==> src/sv/itoa_pkg.sv <==
`default_nettype none
package itoa_pkg;

   // Width of the integer that is formatted; the input port always carries 32 bits.
   localparam int VALUE_BITS = 32;
   // Largest minimum field width that is honored.
   localparam int WIDTH_MAX = 63;
   // Fixed width of the field_width input.
   localparam int FW_BITS = 6;

   // Most digits a magnitude can produce in decimal and in hexadecimal.
   localparam int DEC_DIGITS = ((VALUE_BITS * 1233) >> 12) + 1;
   localparam int HEX_DIGITS = (VALUE_BITS + 3) / 4;
   localparam int DIGIT_MAX = (DEC_DIGITS > HEX_DIGITS) ? DEC_DIGITS : HEX_DIGITS;
   localparam int DCNT_W = $clog2(DIGIT_MAX + 1);

   // Characters in one field: the width, or the digits plus a minus sign.
   localparam int TOTAL_MAX = (WIDTH_MAX > DIGIT_MAX + 1) ? WIDTH_MAX : DIGIT_MAX + 1;
   localparam int CNT_W = $clog2(TOTAL_MAX + 1);

   // Division by ten as multiplication by a reciprocal; exact for any 32-bit dividend.
   localparam int MUL_BITS = 32;
   localparam int PROD_BITS = 2 * MUL_BITS;
   localparam logic [MUL_BITS-1:0] RECIP_TEN = 32'hCCCC_CCCD;
   localparam int RECIP_SHIFT = 35;
   localparam int EXT_BITS = VALUE_BITS + 4;

   // Queue between digit extraction and character output; depth is a power of two.
   localparam int QUEUE_DEPTH = 2;
   localparam int QPTR_W = $clog2(QUEUE_DEPTH);
   localparam int QCNT_W = $clog2(QUEUE_DEPTH + 1);

   localparam logic [7:0] CH_ZERO    = 8'h30;
   localparam logic [7:0] CH_MINUS   = 8'h2D;
   localparam logic [7:0] CH_SPACE   = 8'h20;
   localparam logic [7:0] CH_UPPER_A = 8'h41;
   localparam logic [7:0] CH_LOWER_A = 8'h61;
   localparam logic [3:0] DIGIT_TEN  = 4'd10;

   // One formatted item: digits with the most significant at index 0.
   typedef struct packed {
      logic [DIGIT_MAX-1:0][3:0] digits;
      logic [DCNT_W-1:0]         ndig;
      logic                      neg;
      logic                      upper;
      logic                      zero_fill;
      logic                      fill_right;
      logic [FW_BITS-1:0]        width;
   } entry_type;

   typedef struct packed {
      logic      push;
      entry_type entry;
   } push_type;

   function automatic logic [7:0] digit_char(input logic [3:0] d, input logic upper);
      logic [7:0] letter_base;
      letter_base = upper ? CH_UPPER_A : CH_LOWER_A;
      if (d < DIGIT_TEN) begin
         return CH_ZERO + 8'(d);
      end
      return letter_base + 8'(d - DIGIT_TEN);
   endfunction

endpackage
`default_nettype wire

==> src/sv/itoa_if.sv <==
`default_nettype none
interface itoa_req_if;
   logic        valid;
   logic        ready;
   logic [31:0] value;
   logic        signed_mode;
   logic        base_hex;
   logic        upper_case;
   logic [5:0]  field_width;
   logic [1:0]  pad_flags;

   modport source (output valid, value, signed_mode, base_hex, upper_case, field_width,
                   pad_flags, input ready);
   modport sink (input valid, value, signed_mode, base_hex, upper_case, field_width,
                 pad_flags, output ready);
endinterface

interface itoa_rsp_if;
   logic       valid;
   logic       ready;
   logic [7:0] out_char;
   logic       last;

   modport source (output valid, out_char, last, input ready);
   modport sink (input valid, out_char, last, output ready);
endinterface
`default_nettype wire

==> src/sv/itoa_front.sv <==
`default_nettype none
module itoa_front import itoa_pkg::*; (
   input  logic      clock,
   input  logic      reset,
   itoa_req_if.sink  req_if,
   output push_type  push,
   input  logic      full
);

   typedef enum logic [2:0] {
      F_IDLE,
      F_MUL,
      F_DIV,
      F_HEX,
      F_PUSH
   } fstate_type;

   fstate_type             state_ff, state_in;
   logic [VALUE_BITS-1:0]  mag_ff, mag_in;
   logic [PROD_BITS-1:0]   prod_ff, prod_in;
   entry_type              entry_ff, entry_in;

   logic [VALUE_BITS-1:0]  v;
   logic                   neg;
   logic [FW_BITS-1:0]     width_sat;
   logic [MUL_BITS-1:0]    mul_a;
   logic [VALUE_BITS-1:0]  q_dec;
   logic [EXT_BITS-1:0]    q_ext;
   logic [EXT_BITS-1:0]    ten_q;
   logic [3:0]             r_dec;
   logic [VALUE_BITS-1:0]  q_hex;

   always_comb begin
      v         = req_if.value[VALUE_BITS-1:0];
      neg       = req_if.signed_mode && !req_if.base_hex && v[VALUE_BITS-1];
      width_sat = (req_if.field_width > FW_BITS'(WIDTH_MAX)) ? FW_BITS'(WIDTH_MAX)
                                                             : req_if.field_width;
      mul_a     = MUL_BITS'(mag_ff);
      q_dec     = VALUE_BITS'(prod_ff >> RECIP_SHIFT);
      q_ext     = EXT_BITS'(q_dec);
      ten_q     = (q_ext << 3) + (q_ext << 1);
      r_dec     = 4'(EXT_BITS'(mag_ff) - ten_q);
      q_hex     = mag_ff >> 4;

      state_in = state_ff;
      mag_in   = mag_ff;
      prod_in  = prod_ff;
      entry_in = entry_ff;

      unique case (state_ff)
         F_IDLE: begin
            if (req_if.valid) begin
               mag_in              = neg ? VALUE_BITS'(~v + 1'b1) : v;
               entry_in.digits     = '0;
               entry_in.ndig       = '0;
               entry_in.neg        = neg;
               entry_in.upper      = req_if.upper_case;
               entry_in.fill_right = req_if.pad_flags[0];
               entry_in.zero_fill  = req_if.pad_flags[1];
               entry_in.width      = width_sat;
               state_in            = req_if.base_hex ? F_HEX : F_MUL;
            end
         end
         F_MUL: begin
            prod_in  = mul_a * RECIP_TEN;
            state_in = F_DIV;
         end
         F_DIV: begin
            entry_in.digits = {entry_ff.digits[DIGIT_MAX-2:0], r_dec};
            entry_in.ndig   = entry_ff.ndig + 1'b1;
            mag_in          = q_dec;
            state_in        = (q_dec == '0) ? F_PUSH : F_MUL;
         end
         F_HEX: begin
            entry_in.digits = {entry_ff.digits[DIGIT_MAX-2:0], mag_ff[3:0]};
            entry_in.ndig   = entry_ff.ndig + 1'b1;
            mag_in          = q_hex;
            state_in        = (q_hex == '0) ? F_PUSH : F_HEX;
         end
         F_PUSH: begin
            if (!full) begin
               state_in = F_IDLE;
            end
         end
         default: begin
            state_in = F_IDLE;
         end
      endcase
   end

   always_ff @(posedge clock) begin
      if (reset) begin
         state_ff <= F_IDLE;
      end else begin
         state_ff <= state_in;
      end
      mag_ff   <= mag_in;
      prod_ff  <= prod_in;
      entry_ff <= entry_in;
   end

   // No request is taken while reset is held.
   assign req_if.ready = (state_ff == F_IDLE) && !reset;
   assign push.push    = (state_ff == F_PUSH);
   assign push.entry   = entry_ff;

endmodule
`default_nettype wire

==> src/sv/itoa_queue.sv <==
`default_nettype none
module itoa_queue import itoa_pkg::*; (
   input  logic      clock,
   input  logic      reset,
   input  push_type  push,
   output logic      full,
   input  logic      pop,
   output entry_type head,
   output logic      avail
);

   entry_type           entries_ff [QUEUE_DEPTH];
   entry_type           entries_in [QUEUE_DEPTH];
   logic [QPTR_W-1:0]   wr_ff, wr_in;
   logic [QPTR_W-1:0]   rd_ff, rd_in;
   logic [QCNT_W-1:0]   count_ff, count_in;
   logic                do_push;
   logic                do_pop;

   assign full  = (count_ff == QCNT_W'(QUEUE_DEPTH));
   assign avail = (count_ff != '0);
   assign head  = entries_ff[rd_ff];

   always_comb begin
      do_push    = push.push && !full;
      do_pop     = pop && avail;
      entries_in = entries_ff;
      wr_in      = wr_ff;
      rd_in      = rd_ff;
      count_in   = count_ff;
      if (do_push) begin
         entries_in[wr_ff] = push.entry;
         wr_in             = wr_ff + 1'b1;
      end
      if (do_pop) begin
         rd_in = rd_ff + 1'b1;
      end
      if (do_push && !do_pop) begin
         count_in = count_ff + 1'b1;
      end else if (do_pop && !do_push) begin
         count_in = count_ff - 1'b1;
      end
   end

   always_ff @(posedge clock) begin
      if (reset) begin
         wr_ff    <= '0;
         rd_ff    <= '0;
         count_ff <= '0;
      end else begin
         wr_ff    <= wr_in;
         rd_ff    <= rd_in;
         count_ff <= count_in;
      end
      entries_ff <= entries_in;
   end

endmodule
`default_nettype wire

==> src/sv/itoa_emit.sv <==
`default_nettype none
module itoa_emit import itoa_pkg::*; (
   input  logic       clock,
   input  logic       reset,
   input  entry_type  head,
   input  logic       avail,
   output logic       pop,
   itoa_rsp_if.source rsp_if
);

   logic [CNT_W-1:0]           rem_ff, rem_in;
   logic                       sign_ff, sign_in;
   logic [CNT_W-1:0]           lpad_ff, lpad_in;
   logic                       minus_ff, minus_in;
   logic [DIGIT_MAX-1:0][3:0]  digs_ff, digs_in;
   logic [DCNT_W-1:0]          dcnt_ff, dcnt_in;
   logic [CNT_W-1:0]           rpad_ff, rpad_in;
   logic [7:0]                 padch_ff, padch_in;
   logic                       upper_ff, upper_in;
   logic                       out_valid_ff, out_valid_in;
   logic [7:0]                 out_char_ff, out_char_in;
   logic                       out_last_ff, out_last_in;

   logic                       take;
   logic                       emit;
   logic                       sign_first;
   logic                       inline_minus;
   logic [FW_BITS-1:0]         w_rest;
   logic [CNT_W-1:0]           w_cnt;
   logic [CNT_W-1:0]           text_len;
   logic [CNT_W-1:0]           pad_n;

   always_comb begin
      take         = !out_valid_ff || rsp_if.ready;
      emit         = (rem_ff != '0) && take;
      pop          = (rem_ff == '0) && avail;

      // A minus sign leads the zeros only when zero padding meets a set width.
      sign_first   = head.neg && (head.width != '0) && head.zero_fill;
      inline_minus = head.neg && !sign_first;
      w_rest       = head.width - FW_BITS'(sign_first);
      w_cnt        = CNT_W'(w_rest);
      text_len     = CNT_W'(head.ndig) + CNT_W'(inline_minus);
      pad_n        = (text_len >= w_cnt) ? '0 : w_cnt - text_len;

      rem_in       = rem_ff;
      sign_in      = sign_ff;
      lpad_in      = lpad_ff;
      minus_in     = minus_ff;
      digs_in      = digs_ff;
      dcnt_in      = dcnt_ff;
      rpad_in      = rpad_ff;
      padch_in     = padch_ff;
      upper_in     = upper_ff;
      out_valid_in = out_valid_ff && !rsp_if.ready;
      out_char_in  = out_char_ff;
      out_last_in  = out_last_ff;

      if (pop) begin
         rem_in   = CNT_W'(sign_first) + pad_n + text_len;
         sign_in  = sign_first;
         minus_in = inline_minus;
         lpad_in  = head.fill_right ? '0 : pad_n;
         rpad_in  = head.fill_right ? pad_n : '0;
         digs_in  = head.digits;
         dcnt_in  = head.ndig;
         padch_in = head.zero_fill ? CH_ZERO : CH_SPACE;
         upper_in = head.upper;
      end else if (emit) begin
         out_valid_in = 1'b1;
         out_last_in  = (rem_ff == CNT_W'(1));
         rem_in       = rem_ff - 1'b1;
         priority if (sign_ff) begin
            out_char_in = CH_MINUS;
            sign_in     = 1'b0;
         end else if (lpad_ff != '0) begin
            out_char_in = padch_ff;
            lpad_in     = lpad_ff - 1'b1;
         end else if (minus_ff) begin
            out_char_in = CH_MINUS;
            minus_in    = 1'b0;
         end else if (dcnt_ff != '0) begin
            out_char_in = digit_char(digs_ff[0], upper_ff);
            digs_in     = {4'h0, digs_ff[DIGIT_MAX-1:1]};
            dcnt_in     = dcnt_ff - 1'b1;
         end else begin
            out_char_in = padch_ff;
            rpad_in     = rpad_ff - 1'b1;
         end
      end
   end

   always_ff @(posedge clock) begin
      if (reset) begin
         rem_ff       <= '0;
         out_valid_ff <= 1'b0;
      end else begin
         rem_ff       <= rem_in;
         out_valid_ff <= out_valid_in;
      end
      sign_ff     <= sign_in;
      lpad_ff     <= lpad_in;
      minus_ff    <= minus_in;
      digs_ff     <= digs_in;
      dcnt_ff     <= dcnt_in;
      rpad_ff     <= rpad_in;
      padch_ff    <= padch_in;
      upper_ff    <= upper_in;
      out_char_ff <= out_char_in;
      out_last_ff <= out_last_in;
   end

   assign rsp_if.valid    = out_valid_ff;
   assign rsp_if.out_char = out_char_ff;
   assign rsp_if.last     = out_last_ff;

endmodule
`default_nettype wire

==> src/sv/integer_to_ascii_formatter.sv <==
`default_nettype none
// Integer field formatter. Each transfer on the request channel carries one integer with its
// format flags, and the block answers with the ASCII text of that integer, one character per
// response transfer, with last set on the final character. Decimal or hexadecimal, lower- or
// upper-case letters; a minus sign appears only for a negative value in signed decimal mode,
// and zero prints as "0". The text is padded to field_width (at most 63) with spaces or zeros,
// on the left or, with pad_flags bit 0, on the right; with zero padding and a nonzero width the
// minus sign precedes the zeros. The front end accepts a request and then extracts the digits:
// each decimal digit takes a multiply state, which registers the product with the reciprocal
// of ten, and a divide state, which forms the quotient and the remainder; each hex digit is
// taken straight from the low nibble. A push state then hands the digits to a two-entry queue.
// The back end loads an entry and then emits its characters one by one, holding while the
// output is stalled; a field has 1 to 63 characters. Because the queue parts the two ends,
// extraction of the next request overlaps the output of the current one; the sustained pace
// is set by the slower end, which is the extraction for unpadded decimal text and the
// character output for wide fields. Output back-pressure stalls the back end first and
// reaches the request channel only once the queue is full.
module integer_to_ascii_formatter import itoa_pkg::*; (
   input  logic       clock,
   input  logic       reset,
   itoa_req_if.sink   req_if,
   itoa_rsp_if.source rsp_if
);

   push_type  q_push;
   logic      q_full;
   logic      q_pop;
   logic      q_avail;
   entry_type q_head;

   // Front end: accepts a request, takes the magnitude and extracts its digits.
   itoa_front u_front (
      .clock  (clock),
      .reset  (reset),
      .req_if (req_if),
      .push   (q_push),
      .full   (q_full)
   );

   // Short queue of digit sets so that each end can stall on its own.
   itoa_queue u_queue (
      .clock (clock),
      .reset (reset),
      .push  (q_push),
      .full  (q_full),
      .pop   (q_pop),
      .head  (q_head),
      .avail (q_avail)
   );

   // Back end: lays out sign, padding and digits and drives the registered output.
   itoa_emit u_emit (
      .clock  (clock),
      .reset  (reset),
      .head   (q_head),
      .avail  (q_avail),
      .pop    (q_pop),
      .rsp_if (rsp_if)
   );

endmodule
`default_nettype wire

==> src/flat_wrapper.sv <==
// flat-port wrapper written by rule: the top's interface ports become plain ports
module integer_to_ascii_formatter_flat import itoa_pkg::*;
  (clock, reset, req_if_valid, req_if_value, req_if_signed_mode, req_if_base_hex, req_if_upper_case, req_if_field_width, req_if_pad_flags, req_if_ready, rsp_if_valid, rsp_if_out_char, rsp_if_last, rsp_if_ready);
  itoa_req_if req_if_i ();
  itoa_rsp_if rsp_if_i ();
  input  logic clock;
  input  logic reset;
  input wire logic [$bits(req_if_i.valid)-1:0] req_if_valid;
  input wire logic [$bits(req_if_i.value)-1:0] req_if_value;
  input wire logic [$bits(req_if_i.signed_mode)-1:0] req_if_signed_mode;
  input wire logic [$bits(req_if_i.base_hex)-1:0] req_if_base_hex;
  input wire logic [$bits(req_if_i.upper_case)-1:0] req_if_upper_case;
  input wire logic [$bits(req_if_i.field_width)-1:0] req_if_field_width;
  input wire logic [$bits(req_if_i.pad_flags)-1:0] req_if_pad_flags;
  output wire logic [$bits(req_if_i.ready)-1:0] req_if_ready;
  output wire logic [$bits(rsp_if_i.valid)-1:0] rsp_if_valid;
  output wire logic [$bits(rsp_if_i.out_char)-1:0] rsp_if_out_char;
  output wire logic [$bits(rsp_if_i.last)-1:0] rsp_if_last;
  input wire logic [$bits(rsp_if_i.ready)-1:0] rsp_if_ready;
  assign req_if_i.valid = req_if_valid;
  assign req_if_i.value = req_if_value;
  assign req_if_i.signed_mode = req_if_signed_mode;
  assign req_if_i.base_hex = req_if_base_hex;
  assign req_if_i.upper_case = req_if_upper_case;
  assign req_if_i.field_width = req_if_field_width;
  assign req_if_i.pad_flags = req_if_pad_flags;
  assign req_if_ready = req_if_i.ready;
  assign rsp_if_valid = rsp_if_i.valid;
  assign rsp_if_out_char = rsp_if_i.out_char;
  assign rsp_if_last = rsp_if_i.last;
  assign rsp_if_i.ready = rsp_if_ready;
  integer_to_ascii_formatter u_core (.clock(clock), .reset(reset), .req_if(req_if_i), .rsp_if(rsp_if_i));
endmodule
==> config.mk <==
export PLATFORM = sky130hd
export DESIGN_NAME = integer_to_ascii_formatter_flat
export DESIGN_NICKNAME = d
export VERILOG_FILES = /design/src/sv/itoa_pkg.sv /design/src/sv/itoa_if.sv /design/src/sv/itoa_front.sv /design/src/sv/itoa_queue.sv /design/src/sv/itoa_emit.sv /design/src/sv/integer_to_ascii_formatter.sv /design/src/flat_wrapper.sv
export SDC_FILE = /design/constraint.sdc
export NUM_CORES = 2
export LEC_CHECK = 0
export BUFFER_PORTS_ARGS = -buffer_cell sky130_fd_sc_hd__buf_2
export CORE_ASPECT_RATIO = 0.7
export CORE_MARGIN = 2
export CORE_UTILIZATION = 25
export DETAILED_ROUTE_END_ITERATION = 16
export PLACE_DENSITY_LB_ADDON = 0.25
export SLEW_MARGIN = 25
export SYNTH_ARGS = -nofsm -noshare
export SYNTH_HDL_FRONTEND = slang
export SYNTH_SLANG_ARGS = --single-unit
==> constraint.sdc <==
create_clock -name clock -period 10 [get_ports clock]
set_input_delay 1.5 -clock clock [delete_from_list [all_inputs] [get_ports clock]]
set_output_delay 1.5 -clock clock [all_outputs]
set_load 0.005 [all_outputs]
## Yosys cells after proc, flatten, opt, wreduce, memory -nomap -nowiden

Cells that the tools add are included.

- Logic and storage cells: 221
- Input bits: 47
- Flip-flop bits (word level): 342

- Mux-type cells: 62
- Bitwise operators: 4
- $lt $le $gt $ge: 6
- Add/sub/neg operators: 19
- Multiply operators: 1
- Reduce and logical (&&, ||, !) cells: 44
- Equality and inequality tests: 11

Operators with widths:

| operator | number |
|---|---|
| $mux 54 | 5 |
| $mux 40 | 6 |
| $pmux 44 s3 | 1 |
| $bwmux 108 | 1 |
| $pmux 32 s3 | 1 |
| $logic_not 32->1 | 2 |
| $mul 32x32->64 const B | 1 |
| $mux 32 | 2 |
| $mux 6 | 10 |
| $demux 54 s1 | 1 |
| $mux 8 | 5 |
| $add 32x1->32 const B | 1 |
| $not 32->32 | 1 |
| $mux 4 | 6 |
| $reduce_bool 6->1 | 3 |
| $mux 1 | 15 |
| $pmux 3 s5 | 1 |
| $logic_and 1x1->1 | 14 |
| $mux 3 | 4 |
| $sub 6x1->6 const B | 2 |
| $reduce_bool 2->1 | 5 |
| $add 7x8->8 | 1 |
| $logic_not 1->1 | 8 |
| $reduce_and 2->1 | 4 |
| 37 further kinds | 47 |

## Longest topological paths before layout

- Word-level depth: 15
- Depth in mapped cells: 26

## By module

From an unflattened synthesis, not the netlist that was laid out.

- Cell total of the unflattened synthesis: 2835
- Area, all modules: 30969.7 um^2

By module, submodules not included:

| module | cells each | area an instance (um^2) | instances |
|---|---|---|---|
| itoa_front | 2225 | 22871.9 | 1 |
| itoa_queue | 191 | 4090.2 | 1 |
| itoa_emit | 419 | 4007.6 | 1 |

## Least setup slack after synthesis

No wires, ideal clock.

- Kind: register to register
- From: register u_core.u_front.mag_ff[19]
- To: register u_core.u_front.prod_ff[55] (data pin)
- Data required time: 9.728 ns
- Path buffers: 0
- Cell stages (with the launch flop): 24
- Setup time: 0.272 ns
- Path slack: 3.126 ns
- Period minus slack after synthesis: 6.874 ns
- Arrival: 6.602 ns
- Cell sequence: edfxtp_1 ha_1 inv_1 fa_1 inv_1 fa_1 inv_1 fa_1 inv_1 fa_1 fa_1 fa_1 inv_1 fa_1 inv_1 ha_1 nand4_2 or3_1 a2111o_1 a31oi_2 nand2_1 a31oi_2 or4b_2 o311ai_2

- Word-level cells in the longest chain between the ends: 1

RTL lines:

| item | line | RTL |
|---|---|---|
| from (decl) | itoa_front.sv:19 | `logic [VALUE_BITS-1:0] mag_ff, mag_in;` |
| from (signal assigned) | itoa_front.sv:97 | `mag_ff <= mag_in;` |
| $mul 32x32->64 | itoa_front.sv:65 | `prod_in = mul_a * RECIP_TEN;` |
| to (signal assigned) | itoa_front.sv:98 | `prod_ff <= prod_in;` |
| to (decl) | itoa_front.sv:20 | `logic [PROD_BITS-1:0] prod_ff, prod_in;` |

No other way between the ends.
A chain may end at the register's enable or synchronous reset.

## Final worst setup path

- From: register u_core.u_front.mag_ff[2]
- To: register u_core.u_front.prod_ff[55] (data pin)

The elaborated chain is that of the path after synthesis.

==> summary.md <==
| Metric | Value |
|---|---|
| Status | `completed` |
| CTS tree | `built` |
| Fill cells | `approximately 13000` |
| DIE AREA | `~0.12 mm²` |
| CP endpoint kind | `flip-flop` |
| Hold WC Path Type | `flip-flop to flip-flop` |
| Fraction of registers with async set/reset | `0` |
| RSZ-0062 raised after global routing | `false` |
| Grt met2 use | `0.197` |
| Worst-Skew Late Latency | `between 600 and 700 ps` |
| Core Rows | `around 110` |
| Root Buffer | `clkbuf_16` |
| Worst Path Max Fanout | `9` |
| Routing usage on met1 | `0.220` |
| Crit. Startpoint | `u_core.u_front.mag_ff[2]$_DFFE_PP_` |
| CTS Hold Bufs | `0` |
| Total wire length | `92.1 mm` |
| Most used routing layer | `met1` |
| GRT Util Overall | `0.151` |
| Core area | `0.121 mm²` |
| Clk sinks | `300` |
| Detailed Route Iter0 Violations | `between 1000 and 1500` |
| Initial antenna violation count | `4` |
| Via count | `a little under 20000` |
| Max Slew Vio Count | `0` |
| Setup TNS | `0 ps` |
| Die width | `between 400 and 500 µm` |
| Final core occ | `0.278` |
| Worst-path clk slew | `70 ps` |
| Max_cap viols | `0` |
| Synthesized instance count | `2725` |
| P&R area growth vs syn | `10.6%` |
| Antenna diodes | `0` |
| # DRC | `0` |
| Initial Utilization | `0.251` |
| Final HPWL from detailed placement | `77.8 mm` |
| Share of layout cells above drive strength 1 | `0.0577` |
| # IOs | `58` |
| Tcrit/Tclk final | `0.819` |
| CTS Buf Count | `31` |
| Worst-Margin Slew | `around 1000 ps` |
| Reg2Reg Depth | `20` |
| ANT nets after route | `0` |
| CP startpoint kind | `flip-flop` |
| H-tree depth | `1` |
| Worst slew margin | `0.331` |
| Reg2reg end | `u_core.u_front.prod_ff[55]$_DFFE_PP_` |
| Largest area contributor in the netlist | `edfxtp_1` |
| Crit path to | `u_core.u_front.prod_ff[55]$_DFFE_PP_` |
| Synth unique cells | `between 80 and 90` |
| Post-synth EDFFs | `between 200 and 300` |
| First-pass GRT wire length | `about 140 mm` |
| Fin. Hold Viols | `0` |
| Minimum clock period | `between 8000 and 9000 ps` |
| Top FF cell, synth | `edfxtp_1` |
| Flop2flop setup slack | `approximately 1800 ps` |
| Worst path arrival time | `about 8600 ps` |
| Post-CTS resize count | `0` |
| CP required | `10360 ps` |
| Top cell type's share of synthesized area | `0.282` |
| DIE HEIGHT | `296 µm` |
| Maximum clock rate | `0.122 GHz` |
| Worst r2r src | `u_core.u_front.mag_ff[2]$_DFFE_PP_` |
| Drt wl/cell | `~21 µm` |
| RePlAce Congestion | `0.952` |
| Vias in the first global route | `around 21000` |
| Seq/Total Area, Yosys | `0.291` |
| Final net count | `between 3000 and 4000` |
| DRT Pass-1 Iters | `5` |
| Buffers added on ports | `between 50 and 60` |
| Max Root-Sink Buffers | `3` |
| Mean Syn Cell Area | `~11 µm²` |
| Top cells by area, synth | `edfxtp_1 28%, fa_1 26%, ha_1 16%` |
| Largest net degree at the start of global routing | `94` |
| Ys Warns | `0` |
| Postcts setup bufs | `0` |
| Final setup viols | `0` |
| Met3 usage | `0.0787` |
| WS Path Type | `flip-flop to flip-flop` |
| Flops & latches, synth | `300` |
| Total grt overflow | `0` |
| Skew final | `~21 ps` |
| Syn nets | `approximately 3600` |
| Synth Cell Area | `approximately 0.030 mm²` |
| Vias/cell | `4.34` |
## sequential cells by signal (all words and copies together) (netlist names), 2 cells and up
signal	flops
u_core.u_emit.dcnt_ff	4
u_core.u_emit.digs_ff	40
u_core.u_emit.lpad_ff	6
u_core.u_emit.rem_ff	6
u_core.u_emit.rsp_if.out_char	8
u_core.u_front.mag_ff	32
u_core.u_front.prod_ff	29
u_core.u_front.push	54
u_core.u_front.state_ff	3
u_core.u_queue.count_ff	2
u_core.u_queue.entries_ff	108
## per-layer routing
metal  share of wire  up-vias
met5          0.0023        -
met4           0.014       10
met3            0.13       78
met2            0.37      480
met1            0.49     9593
li1                -     9064
## cell usage in the layout (no fill, tap or decap), types with 16 or more instances in the layout
cell type / count
edfxtp_1: 286
a21o_1: 47
nor4_1: 16
o21ai_0: 71
ha_1: 391
fa_1: 388
and2_1: 48
buf_2: 57
xnor2_1: 64
inv_1: 600
nand2_1: 105
a21oi_1: 115
nor2_1: 103
nor3_1: 23
xor2_1: 73
mux2i_1: 79
clkbuf_16: 31
nand3_1: 17
## cell type report
class,count,area [µm²],area share
clock buffers,37,798,0.0237
clock inverters,21,193,0.00572
inverters,601,2260,0.0670
multi-input cells,1761,19100,0.568
flip-flops and latches,300,8870,0.264
well taps,1635,2050,0.0608
repair buffers,71,390,0.0116
## worst min path at each step
stage,startpoint,cells past startpoint,endpoint,slack (ps)
after floorplan,u_core.u_front.push[0]$_SDFFCE_PN1P_,0,u_core.u_queue.entries_ff[0]$_DFFE_PP_,420
after global placement,u_core.u_front.push[53]$_DFFE_PP_,0,u_core.u_queue.entries_ff[107]$_DFFE_PP_,430
after detailed placement,u_core.u_front.push[50]$_DFFE_PP_,0,u_core.u_queue.entries_ff[50]$_DFFE_PP_,430
after CTS,u_core.u_front.push[50]$_DFFE_PP_,0,u_core.u_queue.entries_ff[104]$_DFFE_PP_,450
after global routing,u_core.u_front.push[51]$_DFFE_PP_,0,u_core.u_queue.entries_ff[51]$_DFFE_PP_,460
final,u_core.u_front.push[50]$_DFFE_PP_,0,u_core.u_queue.entries_ff[50]$_DFFE_PP_,450
## critical path: stages, from the launching register on
cell	delay [ps]
edfxtp_1	630
ha_1	530
xor2_1	670
a21o_1	260
fa_1	500
fa_1	630
fa_1	470
fa_1	480
fa_1	530
inv_1	60
fa_1	480
inv_1	40
ha_1	420
nand4_2	230
or3_1	440
a2111o_1	370
a31oi_2	370
nand2_1	250
a31oi_2	300
or4b_2	180
o311ai_2	90
## cell usage after synthesis (47+ instances only)
library cell  instances
inv_1               600
mux2i_1              79
edfxtp_1            286
a21oi_1             115
o21ai_0              72
fa_1                388
a21o_1               47
nor2_1              103
nand2_1             105
clkbuf_1             50
ha_1                391
and2_1               49
xnor2_1              64
xor2_1               73
## logic make-up (layout without fill, tap and decap cells)
family	Yosys count	in the layout	share of synthesized area
adders and majority gates	779	779	0.416
AOI/OAI and AO/OA	348	348	0.0742
and+or+nand+nor	413	413	0.0690
muxes	84	84	0.0278
DFF	300	300	0.291
xor gates and xnor gates	137	137	0.0394
buffers and inverters	664	730	0.0822
## through the flow
stage	setup slack, ps	hold slack (ps)	instances	cell area [µm²]
floorplan	3130	421	2725	30400
global placement	1780	430	4368	32700
detailed placement	1730	432	4368	32700
CTS	1720	448	4426	33700
global route	1240	458	4426	33700
finish	1810	448	4426	33700
Power is left out: the tool's default activity adds up to more than one toggle a clock period on the data nets, which glitch-free logic cannot reach.
